==> src/http_chunked_body_decoder_unit_defines.svh <==
// Assertion helpers for the chunked body decoder.
// Both forms sample on the rising clock edge and are off while reset is high.
`ifndef HTTP_CHUNKED_BODY_DECODER_UNIT_DEFINES_SVH
`define HTTP_CHUNKED_BODY_DECODER_UNIT_DEFINES_SVH

`ifndef SYNTHESIS
// The condition in the same cycle implies the consequence.
`define HCBD_ASSERT_IMP(lbl, clk, rst, ante, cons) \
  lbl: assert property (@(posedge clk) disable iff (rst) (ante) |-> (cons)) \
    else $error("hcbd check failed");
// The condition implies the consequence in the next cycle.
`define HCBD_ASSERT_NXT(lbl, clk, rst, ante, cons) \
  lbl: assert property (@(posedge clk) disable iff (rst) (ante) |=> (cons)) \
    else $error("hcbd check failed");
`else
`define HCBD_ASSERT_IMP(lbl, clk, rst, ante, cons)
`define HCBD_ASSERT_NXT(lbl, clk, rst, ante, cons)
`endif

`endif

==> src/hcbd_pkg.sv <==
`timescale 1ns / 1ps

package hcbd_pkg;

  // Operation codes of an input beat
  localparam logic [1:0] OP_START = 2'd0;
  localparam logic [1:0] OP_BYTE  = 2'd1;
  localparam logic [1:0] OP_END   = 2'd2;

  // Reported status
  localparam logic [1:0] ST_BUSY  = 2'd0;
  localparam logic [1:0] ST_GOOD  = 2'd1;
  localparam logic [1:0] ST_ERROR = 2'd2;

  // Decoder phases
  localparam logic [2:0] PH_SIZE      = 3'd0;
  localparam logic [2:0] PH_SKIP_SIZE = 3'd1;
  localparam logic [2:0] PH_DATA      = 3'd2;
  localparam logic [2:0] PH_SKIP_DATA = 3'd3;
  localparam logic [2:0] PH_DONE      = 3'd4;
  localparam logic [2:0] PH_ERROR     = 3'd5;

  // Characters
  localparam logic [7:0] CH_CR    = 8'h0d;
  localparam logic [7:0] CH_LF    = 8'h0a;
  localparam logic [7:0] CH_ZERO  = 8'h30;
  localparam logic [7:0] CH_NINE  = 8'h39;
  localparam logic [7:0] CH_LOW_A = 8'h61;
  localparam logic [7:0] CH_LOW_F = 8'h66;
  localparam logic [7:0] CH_UP_A  = 8'h41;
  localparam logic [7:0] CH_UP_F  = 8'h46;
  localparam logic [3:0] HEX_TEN  = 4'd10;

  typedef struct packed {
    logic [1:0] op;
    logic [7:0] in_byte;
  } hcbd_item_t;

  typedef struct packed {
    logic [7:0]  out_byte;
    logic        out_valid;
    logic [1:0]  status;
    logic [31:0] decoded_count;
  } hcbd_result_t;

  typedef struct packed {
    logic       is_hex;
    logic [3:0] value;
  } hcbd_hex_t;

  // Decode one hex digit in either case
  function automatic hcbd_hex_t hex_decode(input logic [7:0] c);
    hcbd_hex_t h;
    h.is_hex = 1'b0;
    h.value  = 4'd0;
    if (c >= CH_ZERO && c <= CH_NINE) begin
      h.is_hex = 1'b1;
      h.value  = 4'(c - CH_ZERO);
    end else if (c >= CH_LOW_A && c <= CH_LOW_F) begin
      h.is_hex = 1'b1;
      h.value  = 4'(c - CH_LOW_A) + HEX_TEN;
    end else if (c >= CH_UP_A && c <= CH_UP_F) begin
      h.is_hex = 1'b1;
      h.value  = 4'(c - CH_UP_A) + HEX_TEN;
    end
    return h;
  endfunction

  function automatic logic is_crlf(input logic [7:0] c);
    return (c == CH_CR) || (c == CH_LF);
  endfunction

endpackage

==> src/http_chunked_body_decoder_unit.sv <==
`timescale 1ns / 1ps
// Channel  Valid       Ready       Payload    Content
// input    item_valid  item_ready  item_data  op, in_byte
// result   res_valid   res_ready   res_data   out_byte, out_valid, status, decoded_count
//
// One result beat for every input beat, one beat per cycle sustained while res_ready stays high.
// Each beat passes through the input register, then is decoded into the result register.
// The decode state (phase, size, counters) is updated in the same cycle as the
// result register, so a beat uses the state left by the beat just before it.
// rst clears the state to the start of a body; a stalled result holds the input
// register, and item_ready drops only when both registers are full.
`include "http_chunked_body_decoder_unit_defines.svh"

module http_chunked_body_decoder_unit
  import hcbd_pkg::*;
#(
  parameter int SIZE_BITS = 32
) (
  input  logic         clk,
  input  logic         rst,
  input  logic         item_valid,
  output logic         item_ready,
  input  hcbd_item_t   item_data,
  output logic         res_valid,
  input  logic         res_ready,
  output hcbd_result_t res_data
);

  // Input register
  logic       v1;
  hcbd_item_t item1;

  // Decode state
  logic [2:0]           phase;
  logic                 digits_seen;
  logic [SIZE_BITS-1:0] chunk_remaining;
  logic [31:0]          emitted_total;

  logic [2:0]           phase_next;
  logic                 digits_seen_next;
  logic [SIZE_BITS-1:0] chunk_remaining_next;
  logic [31:0]          emitted_total_next;
  hcbd_result_t         res_data_next;

  logic      adv;
  logic      fire;
  hcbd_hex_t hex;
  logic      crlf;
  logic      take;
  logic      add;
  logic      size_full;
  logic [SIZE_BITS-1:0] rem_dec;

  // Advance when the result register is free or being drained
  assign adv        = !res_valid || res_ready;
  assign fire       = adv && v1;
  assign item_ready = !v1 || adv;

  // Load the input register
  always_ff @(posedge clk) begin
    if (rst) begin
      v1 <= 1'b0;
    end else if (item_ready) begin
      v1 <= item_valid;
    end
    if (item_ready && item_valid) begin
      item1 <= item_data;
    end
  end

  assign hex       = hex_decode(item1.in_byte);
  assign crlf      = is_crlf(item1.in_byte);
  assign size_full = |chunk_remaining[SIZE_BITS-1 -: 4];
  assign rem_dec   = chunk_remaining - SIZE_BITS'(1);

  // Decode one beat against the current state
  always_comb begin
    phase_next           = phase;
    digits_seen_next     = digits_seen;
    chunk_remaining_next = chunk_remaining;
    emitted_total_next   = emitted_total;
    take                 = 1'b0;
    add                  = 1'b0;
    res_data_next.out_byte  = 8'd0;
    res_data_next.out_valid = 1'b0;
    case (item1.op)
      OP_START: begin
        phase_next           = PH_SIZE;
        digits_seen_next     = 1'b0;
        chunk_remaining_next = '0;
        emitted_total_next   = 32'd0;
      end
      OP_BYTE: begin
        case (phase)
          PH_SIZE: begin
            if (hex.is_hex) begin
              add = 1'b1;
            end else if (!digits_seen) begin
              phase_next = PH_ERROR;
            end else if (chunk_remaining == '0) begin
              phase_next = PH_DONE;
            end else if (crlf) begin
              phase_next = PH_SKIP_SIZE;
            end else begin
              take = 1'b1;
            end
          end
          PH_SKIP_SIZE: begin
            take = !crlf;
          end
          PH_DATA: begin
            take = 1'b1;
          end
          PH_SKIP_DATA: begin
            if (!crlf) begin
              if (!hex.is_hex) begin
                phase_next = PH_ERROR;
              end else begin
                // New size from a cleared register cannot overflow
                phase_next           = PH_SIZE;
                digits_seen_next     = 1'b1;
                chunk_remaining_next = SIZE_BITS'(hex.value);
              end
            end
          end
          default: begin
          end
        endcase
      end
      OP_END: begin
        case (phase)
          PH_SIZE:      phase_next = digits_seen ? PH_ERROR : PH_DONE;
          PH_SKIP_SIZE: phase_next = PH_ERROR;
          PH_DATA:      phase_next = PH_ERROR;
          PH_SKIP_DATA: phase_next = PH_DONE;
          default: begin
          end
        endcase
      end
      default: begin
      end
    endcase

    // Shift in one size digit, flag overflow
    if (add) begin
      if (size_full) begin
        phase_next = PH_ERROR;
      end else begin
        chunk_remaining_next = {chunk_remaining[SIZE_BITS-5:0], hex.value};
        digits_seen_next     = 1'b1;
      end
    end

    // Pass one data byte
    if (take) begin
      res_data_next.out_byte  = item1.in_byte;
      res_data_next.out_valid = 1'b1;
      emitted_total_next      = emitted_total + 32'd1;
      chunk_remaining_next    = rem_dec;
      phase_next              = (rem_dec == '0) ? PH_SKIP_DATA : PH_DATA;
    end

    case (phase_next)
      PH_DONE:  res_data_next.status = ST_GOOD;
      PH_ERROR: res_data_next.status = ST_ERROR;
      default:  res_data_next.status = ST_BUSY;
    endcase
    res_data_next.decoded_count = emitted_total_next;
  end

  // Update state and the result register
  always_ff @(posedge clk) begin
    if (rst) begin
      phase           <= PH_SIZE;
      digits_seen     <= 1'b0;
      chunk_remaining <= '0;
      emitted_total   <= 32'd0;
      res_valid       <= 1'b0;
    end else begin
      if (adv) begin
        res_valid <= v1;
      end
      if (fire) begin
        phase           <= phase_next;
        digits_seen     <= digits_seen_next;
        chunk_remaining <= chunk_remaining_next;
        emitted_total   <= emitted_total_next;
      end
    end
    if (fire) begin
      res_data <= res_data_next;
    end
  end

  // A data byte is only produced while the body is still open
  `HCBD_ASSERT_IMP(a_data_busy, clk, rst, res_valid && res_data.out_valid, res_data.status == ST_BUSY)
  // Data phase always has bytes still due
  `HCBD_ASSERT_IMP(a_data_nonzero, clk, rst, phase == PH_DATA, chunk_remaining != '0)
  // A finished body holds its phase until a new start
  `HCBD_ASSERT_NXT(a_finish_hold, clk, rst, (phase == PH_DONE || phase == PH_ERROR) && !(fire && item1.op == OP_START), phase == $past(phase))
  // A draining result side never throttles the input
  `HCBD_ASSERT_IMP(a_no_bubble, clk, rst, res_ready, item_ready)

endmodule
==> config.mk <==
export PLATFORM = sky130hd
export DESIGN_NAME = http_chunked_body_decoder_unit
export DESIGN_NICKNAME = d
export VERILOG_FILES = /design/src/hcbd_pkg.sv /design/src/http_chunked_body_decoder_unit.sv
export VERILOG_INCLUDE_DIRS = /design/src /design/src/src
export SDC_FILE = /design/constraint.sdc
export NUM_CORES = 1
export LEC_CHECK = 0
export BUFFER_PORTS_ARGS = -buffer_cell sky130_fd_sc_hd__clkbuf_2
export CORE_MARGIN = 3
export CORE_UTILIZATION = 39
export DETAILED_ROUTE_END_ITERATION = 16
export SLEW_MARGIN = 20
export SYNTH_ARGS = -nofsm -noshare
export SYNTH_HDL_FRONTEND = slang
export SYNTH_SLANG_ARGS = --single-unit
export TNS_END_PERCENT = 10
==> constraint.sdc <==
create_clock -name clk -period 2.85 [get_ports clk]
set_input_delay 0.285 -clock clk [delete_from_list [all_inputs] [get_ports clk]]
set_output_delay 0.285 -clock clk [all_outputs]
set_load 0.1 [all_outputs]
==> results.json, run 1 <==
{
  "critPathLaunch": "item1[0]",
  "detailroute.via_count": 7340,
  "rsz0062_at_grt": "yes",
  "timing.final.max_slew_violations": 0,
  "swShare": 0.297,
  "design.die.area_um2": 20500,
  "wire_length_of_the_first_global_routing_pass_um": 36100,
  "ys_dominant_reg_cell": "sky130_fd_sc_hd__dfxtp_1",
  "numPlacedInstances": 1180,
  "clockPowerShare": 0.443,
  "relative_contribution_of_combinational_cells_to_total_power": 0.184,
  "clock-skew-final_ns": 0.0101,
  "synth_edf_count": 53,
  "synth_warnings": 0,
  "half_perimeter_wire_length_after_detailed_placement_um": 15500,
  "fraction_of_layout_cells_with_a_size_suffix_above_1": 0.276,
  "final_nets": 996,
  "synth.avg_cell_area_um2": 8.61,
  "floorplan.die.width_um": 143,
  "netlist_area_um2": 7350,
  "core-area_um2": 18200,
  "power.sequential.fraction": 0.373,
  "cp-start-kind": "flip-flop",
  "remaining_routing_drc_violations": 0,
  "first_global_vias": 6849,
  "placement.io_buffers": 58,
  "cts_sink_count": 123,
  "ys_ff_latch": 123,
  "ctsHoldBuffers": 0,
  "crit_fanout": 6,
  "async_flop_share": 0,
  "grt_antenna_before_repair": 0,
  "finalNonFillerCells": 1217,
  "final_util": 0.516,
  "initial_utilization": 0.404,
  "timing_worst_setup_path_type": "reg -> reg",
  "postSynthCellCount": 854,
  "fmax_mhz": 344,
  "via_per_inst": 6.03,
  "final_antenna_net_count": 0,
  "switchingPower_mw": 1.53,
  "netlist.area_leader.share": 0.217,
  "max_slew_margin": 0.506,
  "critical_path.endpoint_type": "flip-flop",
  "violations_in_the_final_reports": "setup timing",
  "r2r_start": "item1[0]",
  "p_leak_nw": 3.49,
  "cell_internal_pwr_mw": 3.61,
  "area_delta_synth_final_pct": 27.9,
  "wl_per_cell_um": 18.6,
  "fin_ws_ns": -0.0576,
  "floorplan.rows": 49,
  "worst_ir_drop_vdd_mv": 0.456,
  "maximum_number_of_pins_on_one_net_before_global_route_repair": 63,
  "h_tree_depth": 4,
  "die_y_um": 143,
  "grt_util_all_layers": 0.222,
  "clk_latency_ns": 0.43,
  "crit_arrival_ns": 3.26,
  "top_level_ports": 59,
  "timing.final.setup_violations": 11,
  "yosys-top-cells-area": "sky130_fd_sc_hd__edfxtp_1 (22%), sky130_fd_sc_hd__dfxtp_1 (19%), sky130_fd_sc_hd__nand3_1 (4.4%)",
  "final_replace_weighted_congestion": 0.899,
  "numCtsBuffers": 17,
  "filler_cells_inserted": 1687,
  "drv.max_cap_violation_count": 0,
  "synth_top_area_cell": "sky130_fd_sc_hd__edfxtp_1",
  "pwr_density_cell_nw_per_um2": 547,
  "cts-root-to-sink-buffers": 2,
  "cts_tree": "yes",
  "status": "finished with violations",
  "hp-class": "in -> reg",
  "final_hold_viol_count": 0,
  "hp_start": "item_data[5]",
  "grt_overflow": 0,
  "synth.net_count": 875,
  "insertedDiodeCount": 0,
  "worst_pin_slew_ns": 0.741,
  "initialDrtViolationCount": 548,
  "postRouteWirelength_um": 22600,
  "worst_ep_required_time_ns": 3.20,
  "layout_worst_path_cycle_share": 1.02,
  "seq_area_frac_synth": 0.407,
  "period_needed_ns": 2.91,
  "yosysUniqueCellTypes": 83,
  "first_pass_iteration_count_of_the_detailed_router": 5,
  "cts.clk_slew.worst_paths_ns": 0.06,
  "root_buffer": "sky130_fd_sc_hd__clkbuf_16"
}
==> registers in the layout (all words and copies together) (netlist names) <==
register	cells
chunk_remaining	32
v1	1
item1	10
phase	3
res_valid	1
digits_seen	1
res_data	43
emitted_total	32
==> final timing paths <==
| path | to | slack, ns | cells after the start |
|---|---|---|---|
| max | emitted_total[7] | -0.06 | 9 |
| min | item1[5] | 0.03 | 1 |
| max reg2reg | emitted_total[7] | -0.06 | 9 |
| min reg2reg | chunk_remaining[0] | 0.49 | 2 |
==> what timing repair did <==
action	4_1_cts	5_1_grt
pin swaps	5	16
endpoints found under the setup margin	53	87
gates resized for setup	13	36
setup buffers	3	2
==> power by group through the flow <==
stage               Clock, mW  Combinational, mW  Sequential, mW
CTS                      2.30              0.913            1.92
detailed placement          0              0.898            1.95
global placement            0              0.896            1.95
global route             2.38               1.01            1.92
finish                   2.28              0.948            1.92
floorplan                   0              0.411            2.14
==> per-layer routing <==
layer,vias up,share of wire,global-route usage
li1,3546,-,-
met1,3489,0.45,0.301
met2,257,0.47,0.351
met3,48,0.058,0.0396
met4,0,0.030,0.0912
met5,-,0,0
==> cell usage after synthesis, drive strengths merged, types with 6 or more instances <==
cell type / n
nand4: 32
o211ai: 12
or4: 22
a311oi: 7
and3: 17
a221oi: 7
o31ai: 8
and2: 6
buf: 18
nand2: 75
a31oi: 27
nand2b: 9
nor3: 35
o32ai: 9
inv: 20
or3: 13
dfxtp: 70
a21oi: 37
clkbuf: 64
nor2: 49
nand3: 66
a21o: 6
xnor2: 8
a211oi: 11
edfxtp: 53
nor4: 20
o21ai: 47
a22o: 8
ha: 7
==> cell type report <==
type / count / area [µm²] / area share
sequential: 123 / 2990 / 0.318
tap: 229 / 287 / 0.0305
clock inverter: 11 / 129 / 0.0137
multi-input combinational: 628 / 4080 / 0.434
timing repair buffer: 184 / 1330 / 0.142
inverter: 21 / 85.1 / 0.00905
clock buffer: 21 / 492 / 0.0523
==> metrics by stage <==
| stage | hold slack, ns | area [µm²] | total power [mW] | setup TNS [ns] | setup slack [ns] |
|---|---|---|---|---|---|
| floorplan | 0.384 | 7350 | 2.56 | -0.454 | -0.112 |
| global placement | 0.462 | 8560 | 2.85 | -1.48 | -0.109 |
| detailed placement | 0.464 | 8560 | 2.85 | -3.49 | -0.165 |
| CTS | 0.0140 | 9260 | 5.13 | -0.206 | -0.0276 |
| global route | 0.0164 | 9400 | 5.31 | -4.87 | -0.196 |
| finish | 0.0250 | 9400 | 5.14 | -0.280 | -0.0576 |
==> cells by family (layout without fill, tap and decap cells) <==
group,Yosys count,count (layout),synth area share
buffers and inverters,103,237,0.0608
and+or+nand+nor,374,374,0.277
adders and majority gates,7,7,0.0119
muxes,6,6,0.00834
AOI/OAI and AO/OA,229,229,0.221
xor gates and xnor gates,12,12,0.0143
DFF,123,123,0.407
==> critical path, cell delays in order, from the launching register on <==
cell	delay, ns
sky130_fd_sc_hd__edfxtp_1	0.43
sky130_fd_sc_hd__ha_1	0.24
sky130_fd_sc_hd__or3b_4	0.38
sky130_fd_sc_hd__and3_4	0.19
sky130_fd_sc_hd__nor4b_4	0.32
sky130_fd_sc_hd__a221oi_4	0.11
sky130_fd_sc_hd__buf_6	0.16
sky130_fd_sc_hd__or4_1	0.53
sky130_fd_sc_hd__or3_1	0.32
sky130_fd_sc_hd__a31oi_1	0.16
==> layout by cell type, fill, tap and decap left out, types with 5 or more instances in the layout <==
cell type,Yosys,final
sky130_fd_sc_hd__buf_12,0,6
sky130_fd_sc_hd__a21oi_1,36,35
sky130_fd_sc_hd__o21ai_0,45,38
sky130_fd_sc_hd__a22o_1,8,8
sky130_fd_sc_hd__clkbuf_2,0,58
sky130_fd_sc_hd__edfxtp_1,53,53
sky130_fd_sc_hd__o21ai_1,2,8
sky130_fd_sc_hd__nor2_1,49,49
sky130_fd_sc_hd__o32ai_1,9,9
sky130_fd_sc_hd__and3_1,17,16
sky130_fd_sc_hd__nor4_1,19,19
sky130_fd_sc_hd__a22oi_1,5,5
sky130_fd_sc_hd__a211oi_1,11,9
sky130_fd_sc_hd__and2_1,6,6
sky130_fd_sc_hd__a311oi_1,6,6
sky130_fd_sc_hd__nand2_1,72,72
sky130_fd_sc_hd__o22ai_1,5,5
sky130_fd_sc_hd__o31ai_1,8,5
sky130_fd_sc_hd__a21o_1,6,6
sky130_fd_sc_hd__ha_1,7,6
sky130_fd_sc_hd__nand3_1,65,63
sky130_fd_sc_hd__o211ai_1,12,12
sky130_fd_sc_hd__a31oi_1,27,26
sky130_fd_sc_hd__or2_2,5,5
sky130_fd_sc_hd__or4_1,21,19
sky130_fd_sc_hd__nand2b_1,9,7
sky130_fd_sc_hd__xnor2_1,8,8
sky130_fd_sc_hd__or3_1,13,12
sky130_fd_sc_hd__inv_1,19,15
sky130_fd_sc_hd__nor2b_1,5,5
sky130_fd_sc_hd__dfxtp_1,70,70
sky130_fd_sc_hd__clkbuf_16,0,18
sky130_fd_sc_hd__buf_4,2,115
sky130_fd_sc_hd__nor3_1,33,31
sky130_fd_sc_hd__nand4_1,32,32
(Power assumes the default switching activity.)
==> run 2, diff against run 1 <==
Settings changed: SKIP_CTS_REPAIR_TIMING from default to 1.
==> results.json, run 2 (synthesis gave the netlist of run 1 again) <==
{
  "status": "finished with violations",
  "violations_in_the_final_reports": "setup timing",
  "r2r_start": "item1[0]",
  "reg_top3": "res_data: 43 flops, chunk_remaining: 32 flops, emitted_total: 32 flops",
  "placement.io_buffers": 58,
  "crit_arrival_ns": 3.27,
  "fmax_mhz": 344,
  "cts_sink_count": 123,
  "rsz0062_at_grt": "yes",
  "timing.reg2reg.worst_path_depth": 10,
  "grt_overflow": 0,
  "p_leak_nw": 3.49,
  "most_flops_register": "res_data",
  "worstHoldPathCells": 1,
  "half_perimeter_wire_length_after_detailed_placement_um": 15500,
  "crit_fanout": 8,
  "setup.reg_to_reg.worst_slack_ns": -0.06,
  "final_replace_weighted_congestion": 0.899,
  "grt_util_all_layers": 0.220,
  "maximum_number_of_pins_on_one_net_before_global_route_repair": 63,
  "worst_ep_required_time_ns": 3.21,
  "route.met3.wl_um": 1410,
  "die_y_um": 143,
  "worstReg2RegEnd": "emitted_total[20]",
  "wl_met2_um": 10600,
  "via_per_inst": 6.07,
  "remaining_routing_drc_violations": 0,
  "core-area_um2": 18200,
  "numCtsBuffers": 17,
  "initial_utilization": 0.404,
  "final_nets": 995,
  "floorplan.die.width_um": 143,
  "area_delta_synth_final_pct": 27.8,
  "met1_length_um": 10000,
  "cts-root-to-sink-buffers": 2,
  "cts.clk_slew.worst_paths_ns": 0.06,
  "initialDrtViolationCount": 652,
  "worst_ir_drop_vdd_mv": 0.459,
  "grt_antenna_before_repair": 0,
  "layout_worst_path_cycle_share": 1.02,
  "floorplan.rows": 49,
  "top_level_ports": 59,
  "fin_ws_ns": -0.0610,
  "postRouteWirelength_um": 22700,
  "detailroute.via_count": 7379,
  "final_common_cell": "sky130_fd_sc_hd__buf_4",
  "timing.final.setup_violations": 20,
  "timing_worst_setup_path_type": "reg -> reg",
  "first_pass_iteration_count_of_the_detailed_router": 5,
  "clock-skew-final_ns": 0.00981,
  "period_needed_ns": 2.91,
  "hp-class": "in -> reg",
  "final_antenna_net_count": 0,
  "hold_path_sink": "item1[4]",
  "timing.final.max_slew_violations": 0,
  "timing.hold.ws_ns": 0.0231,
  "total_power_mw": 5.13,
  "wl_per_cell_um": 18.6,
  "clk_latency_ns": 0.44,
  "mostFrequentLayoutCells": "sky130_fd_sc_hd__buf_4 (114), sky130_fd_sc_hd__nand2_1 (71), sky130_fd_sc_hd__dfxtp_1 (70)",
  "critical_path.endpoint_type": "flip-flop",
  "wire_length_of_the_first_global_routing_pass_um": 35800,
  "max_slew_margin": 0.507,
  "cp-start-kind": "flip-flop",
  "design.die.area_um2": 20500,
  "root_buffer": "sky130_fd_sc_hd__clkbuf_16",
  "fraction_of_layout_cells_with_a_size_suffix_above_1": 0.278,
  "highest-signal-layer": "met4",
  "largest_reg_flops": 43,
  "hp_start": "item_data[4]",
  "h_tree_depth": 4,
  "insertedDiodeCount": 0,
  "drv.max_cap_violation_count": 0,
  "first_global_vias": 6798,
  "seqCellArea_um2": 2990,
  "cts_tree": "yes",
  "pwr_density_cell_nw_per_um2": 546,
  "worst_pin_slew_ns": 0.740,
  "multi_input_comb_area_um2": 4070,
  "final_hold_viol_count": 0,
  "filler_cells_inserted": 1694
}
[run 2: power by group]
group          switching (mW)  internal, mW  leakage, nW
clock                   0.860          1.42        0.303
sequential             0.0277          1.89         1.07
combinational           0.632         0.304         2.11
total                    1.52          3.61         3.49
[run 2: metrics by stage]
step | TNS, ns | utilization | cell area, µm² | setup slack (ns) | std cells
floorplan | -0.454 | - | 7350 | -0.112 | 854
global placement | -1.48 | 0.470 | 8560 | -0.109 | 1180
detailed placement | -3.49 | 0.470 | 8560 | -0.165 | 1180
CTS | -4.17 | 0.504 | 9180 | -0.212 | 1212
global route | -6.82 | 0.516 | 9390 | -0.179 | 1216
finish | -0.484 | 0.516 | 9390 | -0.0610 | 1216
[run 2: per-layer routing]
layer  global-route usage  vias to the layer above
met5                    0                        -
met3               0.0396                       52
met1                0.300                     3509
met4               0.0872                        0
li1                     -                     3552
met2                0.348                      266
[run 2: worst max path at each step]
stage          startpoint                 to
5_1_grt          item1[0]  emitted_total[18]
4_1_cts          item1[0]   emitted_total[2]
2_1_floorplan    item1[0]       res_data[24]
3_5_place_dp     item1[0]   emitted_total[8]
3_3_place_gp     item1[0]   emitted_total[2]
6_report         item1[0]  emitted_total[20]
[run 2: area by class of cell]
class                   count  share of cell area
clock buffers              21              0.0524
clock inverters            11              0.0137
inverters                  21             0.00906
multi-input cells         628               0.433
flip-flops and latches    123               0.319
well taps                 229              0.0305
repair buffers            183               0.143
[run 2: critical path, stage by stage (launching register included)]
cell                       delay [ns]
sky130_fd_sc_hd__edfxtp_1        0.43
sky130_fd_sc_hd__inv_2           0.11
sky130_fd_sc_hd__ha_4            0.13
sky130_fd_sc_hd__or3b_4          0.37
sky130_fd_sc_hd__and3_4          0.19
sky130_fd_sc_hd__nor4b_4         0.26
sky130_fd_sc_hd__a221o_2         0.38
sky130_fd_sc_hd__nand3_4         0.15
sky130_fd_sc_hd__buf_12          0.17
sky130_fd_sc_hd__or4_1           0.46
sky130_fd_sc_hd__a31oi_1         0.19
